<file path="src/stp_pkg.sv">
package stp_pkg;

    // Operation codes of an input item
    localparam logic OP_START = 1'b0;
    localparam logic OP_TICK  = 1'b1;

    // Error codes of a result item
    localparam logic [1:0] ERR_NONE       = 2'd0;
    localparam logic [1:0] ERR_ZERO_SPEED = 2'd1;
    localparam logic [1:0] ERR_BUSY       = 2'd2;
    localparam logic [1:0] ERR_ZERO_STEPS = 2'd3;

    localparam int COIL_COUNT   = 4;
    localparam int SPR_W        = 16;
    localparam int SPEED_W      = 10;
    localparam int COUNT_W      = 32;
    localparam int TICK_W       = 26;
    localparam int DIV_STEPS    = TICK_W;
    localparam int DIV_CNT_W    = $clog2(DIV_STEPS);

    localparam logic [SPR_W-1:0]  SPR_RESET      = 16'd2048;
    localparam logic [TICK_W-1:0] TICKS_PER_MIN  = 26'd60000000;

    // Commands from the controller to the datapath
    typedef struct packed {
        logic latch_start;
        logic respond_now;
        logic mul;
        logic div_step;
        logic commit;
    } stp_cmd_t;

    // Status from the datapath to the controller
    typedef struct packed {
        logic start_ok;
        logic out_free;
    } stp_status_t;

    // Full-step coil pattern for a phase
    function automatic logic [COIL_COUNT-1:0] phase_pattern(input logic [1:0] phase);
        logic [COIL_COUNT-1:0] pat;
        unique case (phase)
            2'd0:    pat = 4'd5;
            2'd1:    pat = 4'd6;
            2'd2:    pat = 4'd10;
            default: pat = 4'd9;
        endcase
        return pat;
    endfunction

endpackage

</file>
<file path="src/stp_ctrl.sv">
module stp_ctrl (
    input  logic                clk,
    input  logic                rst_n,
    input  logic                in_valid,
    input  logic                operation,
    input  stp_pkg::stp_status_t status,
    output logic                in_stall,
    output stp_pkg::stp_cmd_t   cmd
);
    import stp_pkg::*;

    typedef enum logic [3:0] {
        S_IDLE = 4'b0001,
        S_MUL  = 4'b0010,
        S_DIV  = 4'b0100,
        S_DONE = 4'b1000
    } state_t;

    state_t                state_reg, state_next;
    logic [DIV_CNT_W-1:0]  cnt_reg, cnt_next;
    logic                  accept;
    logic                  go_start;

    // Accept only when idle and the output register can take a result
    assign accept   = in_valid && (state_reg == S_IDLE) && status.out_free;
    assign in_stall = !((state_reg == S_IDLE) && status.out_free);
    assign go_start = accept && (operation == OP_START) && status.start_ok;

    // Next state and commands
    always_comb
    begin
        state_next      = state_reg;
        cnt_next        = cnt_reg;
        cmd.latch_start = 1'b0;
        cmd.respond_now = 1'b0;
        cmd.mul         = 1'b0;
        cmd.div_step    = 1'b0;
        cmd.commit      = 1'b0;
        unique case (state_reg)
            S_IDLE:
            begin
                if (go_start)
                begin
                    cmd.latch_start = 1'b1;
                    state_next      = S_MUL;
                end
                else if (accept)
                begin
                    cmd.respond_now = 1'b1;
                end
            end
            S_MUL:
            begin
                cmd.mul    = 1'b1;
                cnt_next   = '0;
                state_next = S_DIV;
            end
            S_DIV:
            begin
                cmd.div_step = 1'b1;
                if (cnt_reg == DIV_CNT_W'(DIV_STEPS - 1))
                begin
                    state_next = S_DONE;
                end
                else
                begin
                    cnt_next = cnt_reg + 1'b1;
                end
            end
            S_DONE:
            begin
                if (status.out_free)
                begin
                    cmd.commit = 1'b1;
                    state_next = S_IDLE;
                end
            end
            default:
            begin
                state_next = S_IDLE;
            end
        endcase
    end

    // Hold state and step counter
    always_ff @(posedge clk or negedge rst_n)
    begin
        if (!rst_n)
        begin
            state_reg <= S_IDLE;
            cnt_reg   <= '0;
        end
        else
        begin
            state_reg <= state_next;
            cnt_reg   <= cnt_next;
        end
    end

    a_commit_free: assert property (@(posedge clk) disable iff (!rst_n)
        cmd.commit |-> status.out_free)
        else $error("commit while output register is full");

    a_start_to_mul: assert property (@(posedge clk) disable iff (!rst_n)
        go_start |=> state_reg == S_MUL)
        else $error("accepted start did not enter multiply");

    a_div_count: assert property (@(posedge clk) disable iff (!rst_n)
        state_reg == S_DIV |-> cnt_reg <= DIV_CNT_W'(DIV_STEPS - 1))
        else $error("division step counter out of range");

endmodule

</file>
<file path="src/stp_dp.sv">
module stp_dp (
    input  logic                          clk,
    input  logic                          rst_n,
    input  logic                          cfg_wr_en,
    input  logic [stp_pkg::SPR_W-1:0]     cfg_wr_data,
    input  logic                          operation,
    input  logic [stp_pkg::COUNT_W-1:0]   step_count,
    input  logic [stp_pkg::SPEED_W-1:0]   speed_rpm,
    input  logic                          direction,
    input  stp_pkg::stp_cmd_t             cmd,
    output stp_pkg::stp_status_t          status,
    output logic                          out_valid,
    input  logic                          out_stall,
    output logic [stp_pkg::COIL_COUNT-1:0] coils,
    output logic                          step_taken,
    output logic                          busy_res,
    output logic                          move_done,
    output logic [1:0]                    error_code
);
    import stp_pkg::*;

    // Configuration and move state
    logic [SPR_W-1:0]      spr_reg;
    logic                  active_reg, active_next;
    logic [COUNT_W-1:0]    steps_left_reg, steps_left_next;
    logic [TICK_W-1:0]     reload_reg, reload_next;
    logic [TICK_W-1:0]     countdown_reg, countdown_next;
    logic [SPR_W-1:0]      position_reg, position_next;
    logic                  dir_reg, dir_next;
    logic [COIL_COUNT-1:0] coil_reg, coil_next;

    // Latched start command and divider
    logic [COUNT_W-1:0]    count_hold_reg;
    logic [SPEED_W-1:0]    speed_hold_reg;
    logic                  dir_hold_reg;
    logic [TICK_W-1:0]     divisor_reg;
    logic [TICK_W-1:0]     rem_reg;
    logic [TICK_W-1:0]     quo_reg;

    // Output register
    logic                  out_valid_reg, out_valid_next;
    logic [COIL_COUNT-1:0] out_coils_reg, out_coils_next;
    logic                  out_step_reg, out_step_next;
    logic                  out_busy_reg, out_busy_next;
    logic                  out_done_reg, out_done_next;
    logic [1:0]            out_err_reg, out_err_next;

    logic [SPR_W-1:0]      modulus;
    logic [TICK_W:0]       rem_shift;
    logic                  quo_bit;
    logic [TICK_W-1:0]     cd_dec;
    logic [SPR_W:0]        pos_inc;
    logic [SPR_W-1:0]      pos_step;
    logic [COUNT_W-1:0]    steps_dec;
    logic                  load_out;

    assign modulus = (spr_reg == '0) ? SPR_W'(1) : spr_reg;

    // Status toward the controller
    assign status.start_ok = !active_reg && (speed_rpm != '0) && (step_count != '0);
    assign status.out_free = !out_valid_reg || !out_stall;

    // Restoring division step
    assign rem_shift = {rem_reg, quo_reg[TICK_W-1]};
    assign quo_bit   = rem_shift >= {1'b0, divisor_reg};

    // One step of position, wrapping at the modulus
    assign pos_inc = {1'b0, position_reg} + 1'b1;
    always_comb
    begin
        if (dir_reg == 1'b0)
        begin
            pos_step = (pos_inc >= {1'b0, modulus}) ? '0 : pos_inc[SPR_W-1:0];
        end
        else
        begin
            pos_step = (position_reg == '0) ? (modulus - 1'b1) : (position_reg - 1'b1);
        end
    end

    assign cd_dec    = (countdown_reg == '0) ? '0 : (countdown_reg - 1'b1);
    assign steps_dec = steps_left_reg - 1'b1;
    assign load_out  = cmd.respond_now || cmd.commit;

    // Move state and result fields
    always_comb
    begin
        active_next     = active_reg;
        steps_left_next = steps_left_reg;
        reload_next     = reload_reg;
        countdown_next  = countdown_reg;
        position_next   = position_reg;
        dir_next        = dir_reg;
        coil_next       = coil_reg;
        out_step_next   = 1'b0;
        out_done_next   = 1'b0;
        out_err_next    = ERR_NONE;
        if (cmd.commit)
        begin
            reload_next     = (quo_reg == '0) ? TICK_W'(1) : quo_reg;
            countdown_next  = (quo_reg == '0) ? TICK_W'(1) : quo_reg;
            steps_left_next = count_hold_reg;
            position_next   = '0;
            dir_next        = dir_hold_reg;
            active_next     = 1'b1;
        end
        else if (cmd.respond_now)
        begin
            if (operation == OP_START)
            begin
                priority if (active_reg)
                    out_err_next = ERR_BUSY;
                else if (speed_rpm == '0)
                    out_err_next = ERR_ZERO_SPEED;
                else
                    out_err_next = ERR_ZERO_STEPS;
            end
            else if (active_reg)
            begin
                countdown_next = cd_dec;
                if (cd_dec == '0)
                begin
                    position_next   = pos_step;
                    coil_next       = phase_pattern(pos_step[1:0]);
                    out_step_next   = 1'b1;
                    steps_left_next = steps_dec;
                    countdown_next  = reload_reg;
                    if (steps_dec == '0)
                    begin
                        active_next   = 1'b0;
                        out_done_next = 1'b1;
                    end
                end
            end
        end
        out_coils_next = coil_next;
        out_busy_next  = active_next;
    end

    // Output register handshake
    always_comb
    begin
        out_valid_next = out_valid_reg;
        if (load_out)
            out_valid_next = 1'b1;
        else if (out_valid_reg && !out_stall)
            out_valid_next = 1'b0;
    end

    // Hold control and move state
    always_ff @(posedge clk or negedge rst_n)
    begin
        if (!rst_n)
        begin
            spr_reg        <= SPR_RESET;
            active_reg     <= 1'b0;
            steps_left_reg <= '0;
            reload_reg     <= '0;
            countdown_reg  <= '0;
            position_reg   <= '0;
            dir_reg        <= 1'b0;
            coil_reg       <= '0;
            out_valid_reg  <= 1'b0;
        end
        else
        begin
            if (cfg_wr_en)
                spr_reg <= cfg_wr_data;
            active_reg     <= active_next;
            steps_left_reg <= steps_left_next;
            reload_reg     <= reload_next;
            countdown_reg  <= countdown_next;
            position_reg   <= position_next;
            dir_reg        <= dir_next;
            coil_reg       <= coil_next;
            out_valid_reg  <= out_valid_next;
        end
    end

    // Capture command, multiply, divide, and load the result payload
    always_ff @(posedge clk)
    begin
        if (cmd.latch_start)
        begin
            count_hold_reg <= step_count;
            speed_hold_reg <= speed_rpm;
            dir_hold_reg   <= direction;
        end
        if (cmd.mul)
        begin
            divisor_reg <= TICK_W'(modulus * speed_hold_reg);
            rem_reg     <= '0;
            quo_reg     <= TICKS_PER_MIN;
        end
        else if (cmd.div_step)
        begin
            rem_reg <= quo_bit ? TICK_W'(rem_shift - {1'b0, divisor_reg})
                               : rem_shift[TICK_W-1:0];
            quo_reg <= {quo_reg[TICK_W-2:0], quo_bit};
        end
        if (load_out)
        begin
            out_coils_reg <= out_coils_next;
            out_step_reg  <= out_step_next;
            out_busy_reg  <= out_busy_next;
            out_done_reg  <= out_done_next;
            out_err_reg   <= out_err_next;
        end
    end

    assign out_valid  = out_valid_reg;
    assign coils      = out_coils_reg;
    assign step_taken = out_step_reg;
    assign busy_res   = out_busy_reg;
    assign move_done  = out_done_reg;
    assign error_code = out_err_reg;

    a_reload_nonzero: assert property (@(posedge clk) disable iff (!rst_n)
        active_reg |-> reload_reg != '0)
        else $error("active move with zero tick reload");

    a_done_not_busy: assert property (@(posedge clk) disable iff (!rst_n)
        out_valid_reg && out_done_reg |-> !out_busy_reg && out_step_reg)
        else $error("move_done without final step");

endmodule

</file>
<file path="src/stepper_full_step_sequencer.sv">
// Channel   Direction  Handshake            Payload
// in        sink       in_valid / in_stall  operation, step_count, speed_rpm, direction
// out       source     out_valid / out_stall coils, step_taken, busy_res, move_done, error_code
// cfg       sink       cfg_wr_en            cfg_wr_data (steps per revolution)
//
// A tick or a rejected start is answered straight from the idle state; an accepted start
// goes through capture, one 16x10 multiply, 26 restoring division steps on the
// one-bit-per-cycle divider, and commit. One item is worked on at a time.
// Reset is asynchronous, active low; no clearing pass is needed.
// A result waits in the output register while out_stall is high; a new item is
// taken in the same cycle that the waiting result transfers.
module stepper_full_step_sequencer (
    input  logic                           clk,
    input  logic                           rst_n,
    input  logic                           cfg_wr_en,
    input  logic [stp_pkg::SPR_W-1:0]      cfg_wr_data,
    input  logic                           in_valid,
    output logic                           in_stall,
    input  logic                           operation,
    input  logic [stp_pkg::COUNT_W-1:0]    step_count,
    input  logic [stp_pkg::SPEED_W-1:0]    speed_rpm,
    input  logic                           direction,
    output logic                           out_valid,
    input  logic                           out_stall,
    output logic [stp_pkg::COIL_COUNT-1:0] coils,
    output logic                           step_taken,
    output logic                           busy_res,
    output logic                           move_done,
    output logic [1:0]                     error_code
);
    import stp_pkg::*;

    stp_cmd_t    cmd;
    stp_status_t status;

    // Sequence the start computation and response timing
    stp_ctrl u_ctrl (
        .clk       (clk),
        .rst_n     (rst_n),
        .in_valid  (in_valid),
        .operation (operation),
        .status    (status),
        .in_stall  (in_stall),
        .cmd       (cmd)
    );

    // Hold the move state, divider and output register
    stp_dp u_dp (
        .clk         (clk),
        .rst_n       (rst_n),
        .cfg_wr_en   (cfg_wr_en),
        .cfg_wr_data (cfg_wr_data),
        .operation   (operation),
        .step_count  (step_count),
        .speed_rpm   (speed_rpm),
        .direction   (direction),
        .cmd         (cmd),
        .status      (status),
        .out_valid   (out_valid),
        .out_stall   (out_stall),
        .coils       (coils),
        .step_taken  (step_taken),
        .busy_res    (busy_res),
        .move_done   (move_done),
        .error_code  (error_code)
    );

endmodule

</file>
<file path="config.mk">
export PLATFORM = sky130hd
export DESIGN_NAME = stepper_full_step_sequencer
export DESIGN_NICKNAME = d
export VERILOG_FILES = /design/src/stp_pkg.sv /design/src/stp_ctrl.sv /design/src/stp_dp.sv /design/src/stepper_full_step_sequencer.sv
export SDC_FILE = /design/constraint.sdc
export NUM_CORES = 1
export LEC_CHECK = 0
export BUFFER_PORTS_ARGS = -buffer_cell sky130_fd_sc_hd__buf_2
export CAP_MARGIN = 20
export CORE_ASPECT_RATIO = 1.2
export CORE_MARGIN = 5
export CORE_UTILIZATION = 50
export DETAILED_ROUTE_END_ITERATION = 10
export HOLD_SLACK_MARGIN = 0.02
export PLACE_DENSITY = 0.67
export SLEW_MARGIN = 30
export SYNTH_ARGS = -nofsm -noshare
export SYNTH_HDL_FRONTEND = slang
export SYNTH_SLANG_ARGS = --single-unit
</file>
<file path="constraint.sdc">
create_clock -name clk -period 9.85 [get_ports clk]
set_input_delay 0.985 -clock clk [delete_from_list [all_inputs] [get_ports clk]]
set_output_delay 0.985 -clock clk [all_outputs]
set_load 0.005 [all_outputs]
</file>
After elaboration in Yosys (flattened, before gate mapping)
Index checks and enable logic that the tools add are counted.
{ "classes": {"n_mux": 54, "mul": 1, "order_cmp": 2, "add_sub_neg": 7, "bitwise_logic": 4, "reduce_logical": 38, "n_eq_ne": 11} }
{ "op_table": {"columns": ["cell", "count"], "rows": [
  ["$mux W26", 8],
  ["$mux W32", 5],
  ["$mux W16", 9],
  ["$logic_not A26 Y1", 3],
  ["$logic_not A16 Y1", 2],
  ["$logic_not A32 Y1", 1],
  ["$mux W4", 8],
  ["$reduce_bool A32 Y1", 1],
  ["$sub A16 B1 Y16 const B", 2],
  ["$sub A32 B1 Y32 const B", 1],
  ["$ge A27 B26 Y1", 1],
  ["$mul A16 B10 Y26", 1],
  ["$sub A26 B1 Y26 const B", 1],
  ["$sub A26 B26 Y26", 1],
  ["$add A16 B1 Y17 const B", 1],
  ["$ge A17 B16 Y1", 1],
  ["$mux W1", 17],
  ["$pmux W4 S4", 1],
  ["$pmux W4 S3", 1],
  ["$reduce_bool A2 Y1", 6],
  ["$logic_not A10 Y1", 1],
  ["$pmux W5 S2", 1],
  ["$reduce_bool A10 Y1", 1],
  ["$logic_and A1 B1 Y1", 8],
  ["other kinds (22)", 35]
]} }
{ "word_totals": {"reg_bits": 262, "output_inout_bits": 11, "elab_cells": 140, "input_bits": 65} }

Depth between registers and ports, before layout
{ "depth": {"word_depth": 12, "mapped_depth": 24, "ltp_nobuf": 23} }

By module
A second synthesis with hierarchy kept.
{ "hier_totals": {"cells_unflattened": 2196, "hier_area_um2": 20009.2} }
{ "by_module_without_submodules": {"columns": ["mod", "area_each_um2", "cells_each", "n_inst"], "rows": [
  ["stp_dp", 19463.7, 2141, 1],
  ["stp_ctrl", 545.5, 55, 1]
]} }

Worst setup path after synthesis
OpenSTA, ideal clock, no wires.
{ "synth_path": {"path_kind": "reg-to-reg", "startpoint": "register u_dp.spr_reg[3]", "endpoint": "register u_dp.divisor_reg[25], data pin", "slack_ps": 3356, "arrival_time_ps": 6228, "stages_incl_launch_ff": 25, "setup_time_ps": 266, "n_path_buf": 1, "synth_period_minus_slack_ps": 6494, "required_ps": 9584, "cell_sequence": "dfrtp_1 -> clkbuf_1 -> nor3_1 -> nand4_1 -> o31a_1 -> inv_1 -> nand2_1 -> fa_1 -> fa_1 -> inv_1 -> fa_1 -> fa_1 -> inv_1 -> fa_1 -> inv_1 -> ha_1 -> a21oi_1 -> o211ai_1 -> o2111ai_1 -> nand3_1 -> a21o_1 -> a41o_1 -> o41ai_1 -> mux2i_1 -> nand4_1"} }
{ "synth_via": {"elab_chain_cells": 3} }
{ "synth_rtl": {"columns": ["item", "line_no", "source"], "rows": [
  ["start, declared", "stp_dp.sv:23", "logic [SPR_W-1:0] spr_reg;"],
  ["start signal, assigned", "stp_dp.sv:168", "spr_reg <= cfg_wr_data;"],
  ["$logic_not A16 Y1", "stp_dp.sv:57", "assign modulus = (spr_reg == '0) ? SPR_W'(1) : spr_reg;"],
  ["$mux W16 (*)", "stp_dp.sv:57", null],
  ["$mul A16 B10 Y26 (*)", "stp_dp.sv:191", "divisor_reg <= TICK_W'(modulus * speed_hold_reg);"],
  ["end signal, assigned", "stp_dp.sv:191", null],
  ["end, declared", "stp_dp.sv:36", "logic [TICK_W-1:0] divisor_reg;"]
]} }
Mark *: on every way between the ends. The rest lies on a longest branch, timed or not.
A chain may end at the register's enable or synchronous reset.

Worst setup path in the final report
{ "layout_path": {"startpoint": "register u_dp.spr_reg[4]", "endpoint": "register u_dp.divisor_reg[25], data pin"} }
Same word-level chain as after synthesis.

==> impl_metrics.yaml <==
drt:
  drt-pass1-iter-count: 6
  initialDrtViolationCount: 869
  drc: 0
  detail_route.wl_per_cell_um: 17.06
  drt.antenna.violating_nets: 0
  wl_um: 47440
  vias_per_cell: 5.670
  vias: 15760
setup_path:
  ff2ff_path_depth: 23
  worstSetupStartpoint: "u_dp.spr_reg[4]$_DFFE_PN0P_"
  cp.required_ns: 10.16
  cp.arrival_ns: 7.64
  reg2reg_from: "u_dp.spr_reg[4]$_DFFE_PN0P_"
  reg2reg_slack_ns: 2.51
  cp_max_fo: 16
  start_kind: "flip-flop"
  endpoint: "u_dp.divisor_reg[25]$_DFFE_PP_"
  critical_path_class: "reg2reg"
  end_kind: "flip-flop"
  regToRegEndpoint: "u_dp.divisor_reg[25]$_DFFE_PP_"
clock_tree:
  clk_path_buf_depth: 3
  clock_latency_ns: 0.57
  clock_sinks: 262
  cts-root-buf: "clkbuf_16"
  path_clk_slew_ns: 0.06
  htree_levels: 1
  hold_buffers: 0
  cts_tree: "done"
  cts_resized: 0
  post_cts.repair.setup_buffers: 0
  cts_buffers: 31
logic_synthesis:
  synth-seq-cells: 262
  yosys-top-cells-area: "dfrtp_1 17%, edfxtp_1 12%, fa_1 11%"
  synth_area_leader_cell: "dfrtp_1"
  yosys_warnings: 0
  ys_seq_area_share_pct: 34.25
  syn_area_per_cell_um2: 8.813
  synth_top_flop_cell: "dfrtp_1"
  synth_area_um2: 19530
  synthArstFlopShare_pct: 50.38
  synth-edff-count: 78
  yosys.cell_types.count: 81
  syn-instance-count: 2216
  yosysTopAreaCellShare_pct: 16.66
  syn-num-nets: 2507
cells_and_area:
  fillCellCount: 3543
  layout-drive-gt1-share_pct: 8.075
  fin_nets: 2521
  diodes: 0
  area_delta_synth_final_pct: 9.111
power:
  vdd_drop_max_mv: 0.2650
  p_leak_uw: 0.009788
  power_density_nw_per_um2: 264.9
  p_total_uw: 5644
timing:
  holdWs_ns: 0.3989
  rsz0062_at_grt: "no"
  relSlewSlack_pct: 36.40
  fin_ws_ns: 2.513
  period_needed_ns: 7.337
  final-max-slew-violation-count: 0
  setup_viol: 0
  finalSetupTns_ns: 0
  fin_crit_sh_pct: 74.48
  worst_clock_skew_ns: 0.02227
  fmax_ghz: 0.1363
  worst_pin_slew_ns: 0.9540
  final-hold-violation-count: 0
floorplan:
  pin_count: 76
  die_h_um: 226.5
  num_rows: 79
  die_area_um2: 43130
  initial_utilization_pct: 50.40
  die_w_um: 190.4
  fp.coreArea_um2: 38750
place:
  dp_slack_ns: 2.555
  gp_congestion: 0.9259
  dp.final_hpwl_um: 35190
  io_buffer_count: 75
grt:
  antenna_found_initial: 0
  grt_pass1_vias: 15910
  grt_pass1_wl_um: 79540
  grt_usage_pct: 22.22
  grt_max_degree: 83
  overflow: 0
run:
  drv_cap: 0
status:
  status: "finished clean"
min_path:
  hold_class: "in2async"
## layout make-up
class	count	area [um^2]	area share [%]
sequential	262	6689	31.39
tap	526	658.1	3.089
inverter	191	716.9	3.365
clock inverter	17	123.9	0.5813
multi-input combinational	1652	11680	54.83
clock buffer	40	923.4	4.334
timing repair buffer	92	513.0	2.408
## logic make-up (layout without fill, tap and decap cells)
kind of cell / count (synthesis) / after routing / share of synthesized area [%]
and+or+nand+nor: 859 / 859 / 21.51
AOI/OAI and AO/OA: 453 / 453 / 14.11
buffers and inverters: 302 / 340 / 6.119
DFF: 262 / 262 / 34.25
adders and majority gates: 226 / 226 / 18.75
xor gates and xnor gates: 92 / 92 / 4.126
muxes: 22 / 22 / 1.128
## worst max-delay path, cell delays in order, from the launching register on
cell and delay [ns]:
dfrtp_1 0.54, nor3_1 0.39, nand4_1 0.26, o31a_1 0.42, inv_1 0.17, nand2_1 0.10, fa_1 0.54, fa_1 0.55
inv_1 0.05, fa_1 0.52, fa_1 0.56, inv_1 0.06, fa_1 0.53, inv_1 0.04, ha_1 0.35, a21oi_1 0.21
o211ai_1 0.14, o2111ai_1 0.20, nand3_1 0.16, a21o_1 0.22, a41o_1 0.26, o41ai_1 0.47, mux2i_1 0.24, nand4_1 0.09
## routing by layer
metal	vias to the layer above	track usage, %	routed length (um)
li1	7648	-	-
met1	7643	28.26	19940
met2	373	39.09	23690
met3	99	2.649	2129
met4	0	8.227	1681
met5	-	0	0
## worst min-delay path by stage
stage | depth (start not counted) | from | endpoint | slack, ns
4_1_cts | 1 | rst_n | u_dp.reload_reg[3]$_DFFE_PN0P_ | 0.40
6_report | 1 | rst_n | u_ctrl.cnt_reg[2]$_DFFE_PN0P_ | 0.40
3_3_place_gp | 2 | u_dp.count_hold_reg[4]$_DFFE_PP_ | u_dp.steps_left_reg[4]$_DFFE_PN0P_ | 0.43
2_1_floorplan | 2 | u_dp.dir_hold_reg$_DFFE_PP_ | u_dp.dir_reg$_DFFE_PN0P_ | 0.41
3_5_place_dp | 2 | u_dp.count_hold_reg[23]$_DFFE_PP_ | u_dp.steps_left_reg[23]$_DFFE_PN0P_ | 0.44
5_1_grt | 1 | rst_n | u_ctrl.cnt_reg[2]$_DFFE_PN0P_ | 0.43
## layout by cell type, fill, tap and decap left out, types with 25 or more instances in the layout
master and n:
inv_1 191, a21oi_1 144, a21o_1 25, xor2_1 40, nor2_1 134, buf_2 74
dfrtp_1 130, nand2_1 331, fa_1 111, o21ai_1 26, and2_1 78, edfxtp_1 78
o21ai_0 110, nor3_1 74, nand3_1 68, ha_1 115, xnor2_1 52, nor4_1 42
clkbuf_16 34, dfxtp_1 52
## cells in the mapped netlist (11+ instances only)
library cell  number
a211oi_1          11
a21o_1            25
a21oi_1          144
a22oi_1           17
a31oi_1           14
and2_1            78
and3_1            13
buf_2             16
clkbuf_1          81
dfrtp_1          130
dfxtp_1           52
edfxtp_1          78
fa_1             111
ha_1             115
inv_1            191
mux2i_1           22
nand2_1          331
nand2b_1          13
nand3_1           69
nand4_1           17
nor2_1           135
nor2b_1           20
nor3_1            75
nor4_1            42
o211ai_1          18
o21ai_0          110
o21ai_1           26
o22ai_1           16
or3_1             22
xnor2_1           52
xor2_1            40
## where the power goes
group	internal (uW)	leakage (uW)	switching, uW
combinational	1240	0.00636	1680
clock	686	0.000520	472
sequential	1360	0.00291	204
total	3290	0.00979	2360
## metrics by stage
| step | util (%) | instance area (um^2) | cells |
|---|---|---|---|
| 2_1_floorplan | - | 19530 | 2216 |
| 3_3_place_gp | 52.28 | 20260 | 2723 |
| 3_5_place_dp | 52.29 | 20260 | 2723 |
| 4_1_cts | 54.99 | 21310 | 2780 |
| 5_1_grt | 54.99 | 21310 | 2780 |
| 6_report | 54.99 | 21310 | 2780 |
No activity file was read; power rests on OpenSTA's default activity.
